**config.mk**
```make
export PLATFORM = sky130hd
export DESIGN_NAME = nmrb_ctrl
export DESIGN_NICKNAME = d
export VERILOG_FILES = /design/src/hw/rtl/nmrb_pkg.sv /design/src/hw/rtl/nmrb_ctrl.sv
export SDC_FILE = /design/constraint.sdc
export NUM_CORES = 1
export LEC_CHECK = 0
export ABC_AREA = 1
export BUFFER_PORTS_ARGS = -buffer_cell sky130_fd_sc_hd__buf_2
export CORE_AREA = 2 2 39 41
export CTS_CLUSTER_DIAMETER = 150
export DETAILED_ROUTE_END_ITERATION = 16
export DIE_AREA = 0 0 41 43
export PLACE_DENSITY = 0.77
export SKIP_CTS_REPAIR_TIMING = 1
export SYNTH_ARGS = -nofsm -noshare
export SYNTH_HDL_FRONTEND = slang
export SYNTH_SLANG_ARGS = --single-unit
```
**constraint.sdc**
```tcl
create_clock -name clock -period 1.3 [get_ports clock]
set_clock_uncertainty 0.05 [all_clocks]
set_input_delay 0.195 -clock clock [delete_from_list [all_inputs] [get_ports clock]]
set_output_delay 0.195 -clock clock [all_outputs]
set_load 0.01 [all_outputs]
```
**src/hw/rtl/nmrb_pkg.sv**
```systemverilog
`default_nettype none
package nmrb_pkg;

   localparam int MaxNmerLen   = 3;
   localparam int AlphabetSize = 4;
   localparam logic [31:0] RateReset     = 32'd42949673;
   localparam logic [31:0] MarginalReset = 32'd1073741824;

   localparam int OpW    = 3;
   localparam int IdxW   = 9;
   localparam int ValW   = 32;
   localparam int CodeW  = 6;
   localparam int EntryW = 37;
   localparam int CsrIdxW = 3;

   typedef enum logic [OpW-1:0] {
      OP_WRITE_RATE = 3'd0,
      OP_WRITE_FREQ = 3'd1,
      OP_FILL_FREQ  = 3'd2,
      OP_BUILD      = 3'd3,
      OP_READ       = 3'd4
   } op_type;

   typedef enum logic [CsrIdxW-1:0] {
      CSR_NMER_LENGTH = 3'd0,
      CSR_MARGINAL_A  = 3'd1,
      CSR_MARGINAL_C  = 3'd2,
      CSR_MARGINAL_G  = 3'd3,
      CSR_MARGINAL_T  = 3'd4
   } csr_index_type;

   typedef struct packed {
      logic [OpW-1:0]   operation;
      logic [IdxW-1:0]  item_index;
      logic [ValW-1:0]  item_value;
      logic [CodeW-1:0] row_code;
      logic [CodeW-1:0] col_code;
   } req_payload_type;

   typedef struct packed {
      logic signed [EntryW-1:0] entry_value;
      logic                     status;
   } rsp_payload_type;

   typedef enum logic [3:0] {
      ST_IDLE,
      ST_RCLR,
      ST_FILL_RD,
      ST_FILL_MUL,
      ST_CLR,
      ST_PAIR_RD,
      ST_PAIR_LO,
      ST_PAIR_HI,
      ST_DIAG,
      ST_DIAG_WR,
      ST_READ,
      ST_DONE
   } state_type;

   // Commands from controller to datapath.
   typedef struct packed {
      logic rate_clear;
      logic capture;
      logic single;
      logic fill_rd;
      logic fill_mul;
      logic clr;
      logic pair_rd;
      logic pair_lo;
      logic pair_hi;
      logic diag;
      logic diag_wr;
      logic read;
      logic start;
   } cmd_type;

   // Status back to the controller.
   typedef struct packed {
      logic rclr_last;
      logic fill_last_digit;
      logic fill_last;
      logic clr_last;
      logic pair_skip;
      logic pair_last;
      logic diag_last_col;
      logic diag_last;
      logic op_is_fill;
      logic op_is_build;
      logic op_is_read;
   } sts_type;

endpackage
`default_nettype wire

```
**src/hw/rtl/nmrb_ctrl.sv**
```systemverilog
`default_nettype none
module nmrb_ctrl
   import nmrb_pkg::*;
(
   input  wire logic clock,
   input  wire logic reset,
   input  wire logic req_valid,
   output logic      req_stall,
   output logic      rsp_valid,
   input  wire logic rsp_stall,
   input  wire sts_type sts,
   output cmd_type   cmd
);

   state_type state_ff, state_in;
   logic      take;

   assign take = req_valid && !req_stall;

   // Next state.
   always_comb begin
      state_in = state_ff;
      unique case (state_ff)
         ST_RCLR:     if (sts.rclr_last) state_in = ST_IDLE;
         ST_IDLE:     if (take) begin
            if (sts.op_is_fill) state_in = ST_FILL_RD;
            else if (sts.op_is_build) state_in = ST_CLR;
            else if (sts.op_is_read) state_in = ST_READ;
            else state_in = ST_DONE;
         end
         ST_FILL_RD:  state_in = ST_FILL_MUL;
         ST_FILL_MUL: if (sts.fill_last_digit && sts.fill_last) state_in = ST_DONE;
                      else state_in = ST_FILL_RD;
         ST_CLR:      if (sts.clr_last) state_in = ST_PAIR_RD;
         ST_PAIR_RD:  if (sts.pair_skip) begin
            if (sts.pair_last) state_in = ST_DIAG;
         end else state_in = ST_PAIR_LO;
         ST_PAIR_LO:  state_in = ST_PAIR_HI;
         ST_PAIR_HI:  state_in = sts.pair_last ? ST_DIAG : ST_PAIR_RD;
         ST_DIAG:     if (sts.diag_last_col) state_in = ST_DIAG_WR;
         ST_DIAG_WR:  state_in = sts.diag_last ? ST_DONE : ST_DIAG;
         ST_READ:     state_in = ST_DONE;
         ST_DONE:     if (!rsp_stall) state_in = ST_IDLE;
         default:     state_in = ST_IDLE;
      endcase
   end

   // Outputs.
   always_comb begin
      cmd = '0;
      req_stall = (state_ff != ST_IDLE);
      rsp_valid = (state_ff == ST_DONE);
      unique case (state_ff)
         ST_RCLR:     cmd.rate_clear = 1'b1;
         ST_IDLE:     begin
            cmd.capture = take;
            cmd.single  = take;
            cmd.start   = take;
         end
         ST_FILL_RD:  cmd.fill_rd = 1'b1;
         ST_FILL_MUL: cmd.fill_mul = 1'b1;
         ST_CLR:      cmd.clr = 1'b1;
         ST_PAIR_RD:  cmd.pair_rd = 1'b1;
         ST_PAIR_LO:  cmd.pair_lo = 1'b1;
         ST_PAIR_HI:  cmd.pair_hi = 1'b1;
         ST_DIAG:     cmd.diag = 1'b1;
         ST_DIAG_WR:  cmd.diag_wr = 1'b1;
         ST_READ:     cmd.read = 1'b1;
         default:     ;
      endcase
   end

   always_ff @(posedge clock) begin
      if (reset) state_ff <= ST_RCLR;
      else state_ff <= state_in;
   end

   a_done_valid: assert property (@(posedge clock) disable iff (reset)
      rsp_valid |-> req_stall) else $error("result shown while input open");
   a_hold: assert property (@(posedge clock) disable iff (reset)
      (rsp_valid && rsp_stall) |=> rsp_valid) else $error("result dropped");
   a_one_cmd: assert property (@(posedge clock) disable iff (reset)
      $onehot0({cmd.fill_rd, cmd.fill_mul, cmd.clr, cmd.pair_rd, cmd.pair_lo,
                cmd.pair_hi, cmd.diag, cmd.diag_wr, cmd.read}))
      else $error("conflicting commands");

endmodule
`default_nettype wire

```
==> results.py <==
metrics = {
    "cts": {
        "cts_sinks": 4,
        "cts_root_buf": "clkbuf_4",
        "clk_pin_slew_ns": 0.04,
        "cts_buffers": 3,
        "cts.htree.levels": 1,
        "cts_tree": "done",
        "cts_max_path_buffers": 2,
        "insertion_delay_ns": 0.24,
    },
    "status": {
        "violations": "setup timing",
        "status": "finished with violations",
    },
    "timing": {
        "worst_slew_pin_slew_ns": 0.2517,
        "fmax_mhz": 714.5,
        "setup_tns_ns": -0.8871,
        "post-route-period-util_pct": 107.7,
        "setup_slack_ns": -0.09966,
        "timing.slew.headroom_pct": 83.16,
        "rsz0062_at_grt": "true",
        "setup_violations": 19,
        "min_period_ns": 1.400,
        "hold_viol_final": 0,
        "slew_viol_final": 0,
    },
    "power_and_ir_drop": {
        "power_density_nw_per_um2": 1475,
        "max-vdd-ir-drop_mv": 0.9321,
        "power_leakage_nw": 0.5598,
    },
    "critical_path": {
        "crit_required_ns": 1.05,
        "cp_slowest_stage_delay_ns": 0.36,
        "cp-start-kind": "flip-flop",
        "crit_chain": "nor2_4, nand2_4, nor2_4, buf_2",
        "startpoint": "state_ff[0]$_SDFFE_PP1P_",
        "crit_slowest_cell": "dfxtp_4",
        "critPathArrivalTime_ns": 1.15,
        "path_buf_inv": 1,
        "reg2reg_from": "state_ff[0]$_SDFFE_PP1P_",
        "cp-end-kind": "output port",
        "crit_type": "reg2out",
        "crit_family": "simple AND/OR/NAND/NOR gates",
        "worstPathMaxFanout": 6,
        "path_common_cell": "nor2_4",
    },
    "floorplan": {
        "std_cell_rows": 14,
        "die_x_um": 41,
        "core_um2": 1384,
        "die-area_um2": 1763,
        "initial_utilization_pct": 40.05,
        "die_height_um": 43,
        "pin_count": 30,
    },
    "cells_and_area": {
        "fillers": 127,
        "drive_above_1_share_pct": 46.21,
        "regMostFlops": "state_ff",
        "final_cells": 161,
        "top_regs": "state_ff (4)",
        "final_util_pct": 61.30,
        "syn_to_final_growth_pct": 53.05,
        "largest_reg_flops": 4,
        "nNetsFinal": 162,
        "antenna_cells": 0,
    },
    "logic_synthesis": {
        "ys_top_cells_by_area": "nand2_1 (20%), inv_1 (18%), dfxtp_1 (14%), nor2_1 (11%), nand3_1 (9.0%)",
        "ys_ff_latch": 4,
        "yosysMostFrequentCell": "nand2_1",
        "yosysWarnings": 0,
        "syn-cell-area_um2": 554.3,
        "synth_edf_count": 0,
        "synth_flop_cell": "dfxtp_1",
        "synth_top_cell_by_area": "nand2_1",
        "synth_top_cells_by_count": "nand2_1 (30), inv_1 (26), nor2_1 (16), nand3_1 (10), nor2_2 (5)",
        "netlist_instances": 108,
        "synth_top_cell_area_share_pct": 20.32,
        "async_flop_share_pct": 0,
        "avgSynthCellArea_um2": 5.132,
        "synth_cell_type_count": 14,
        "syn-num-nets": 123,
        "ys_seq_area_share_pct": 14.45,
    },
    "global_routing": {
        "grt_usage_pct": 18.76,
        "antenna_found_initial": 0,
        "grt_max_degree": 9,
        "grt_first_pass_wirelength_mm": 2.325,
        "grt_pass1_vias": 601,
        "overflow": 0,
    },
    "min_path": {
        "hp-start": "reset",
        "hp-class": "in2reg",
    },
    "route": {
        "post_drt_wl_per_cell_um": 10.85,
        "drtIter0Drc": 29,
        "finalWirelength_mm": 1.747,
        "post_drt_via_cell_ratio": 4.615,
        "drcViolationCount": 0,
        "vias": 743,
        "dr.pass1.iters": 4,
        "ant_nets": 0,
    },
    "placement": {
        "hpwl_mm": 1.213,
        "post-place-cells": 152,
        "io_buffer_count": 29,
        "routabilityCongestion": 0.8379,
    },
    "run": {
        "drv_cap": 0,
    },
}
## layout by cell type (no fill, tap or decap), drive strengths merged
cell type / instances
buf: 36
nand2: 31
or2: 1
inv: 28
a21oi: 3
o21ai: 2
nor2: 23
dfxtp: 4
clkbuf: 3
nand3: 14
## area by class of cell
class | count | area [um^2] | share of cell area [%]
inverters | 28 | 107.6 | 12.68
multi-input cells | 74 | 392.9 | 46.31
well taps | 16 | 20.02 | 2.360
clock buffers | 3 | 22.52 | 2.655
flip-flops and latches | 4 | 95.09 | 11.21
repair buffers | 36 | 210.2 | 24.78
## path summary, 6_finish.rpt
check / to / slack [ns] / depth (start not counted)
worst max-delay path: cmd[11] / -0.1 / 4
worst min-delay path: state_ff[1]$_SDFFE_PP0P_ / 0.1 / 2
worst max register to register: state_ff[1]$_SDFFE_PP0P_ / -0.03 / 7
worst min register to register: state_ff[0]$_SDFFE_PP1P_ / 0.52 / 2
## power breakdown
group / switching (mW) / internal [mW]
sequential: 0.0701 / 0.176
clock: 0.0547 / 0.103
combinational: 0.502 / 0.345
## cells by family (layout without fill, tap and decap cells)
family,Yosys count,count (layout),share of synthesized area [%]
flip-flops,4,4,14.45
buffers and inverters,30,67,21.67
AND/OR/NAND/NOR,69,69,59.37
AO/OA/AOI/OAI,5,5,4.514
## per-layer routing
metal | track usage [%] | routed length [um] | vias up
li1 | - | - | 392
met1 | 22.44 | 723 | 321
met2 | 30.94 | 885 | 26
met3 | 4.712 | 110 | 4
met4 | 6.000 | 27 | 0
met5 | 0 | 0 | -
## per-stage QoR
step / setup WS, ns / power (mW) / hold slack, ns / instance area [um^2]
2_1_floorplan: 0.008762 / 0.7040 / 0.2141 / 561.8
3_3_place_gp: 0.003065 / 0.8726 / 0.3510 / 719.4
3_5_place_dp: -0.02377 / 0.8906 / 0.3493 / 719.4
4_1_cts: -0.2436 / 1.051 / 0.1006 / 742.0
5_1_grt: -0.1450 / 1.345 / 0.1030 / 848.3
6_report: -0.09966 / 1.251 / 0.09818 / 848.3
Power figures use the tool's default switching activity.
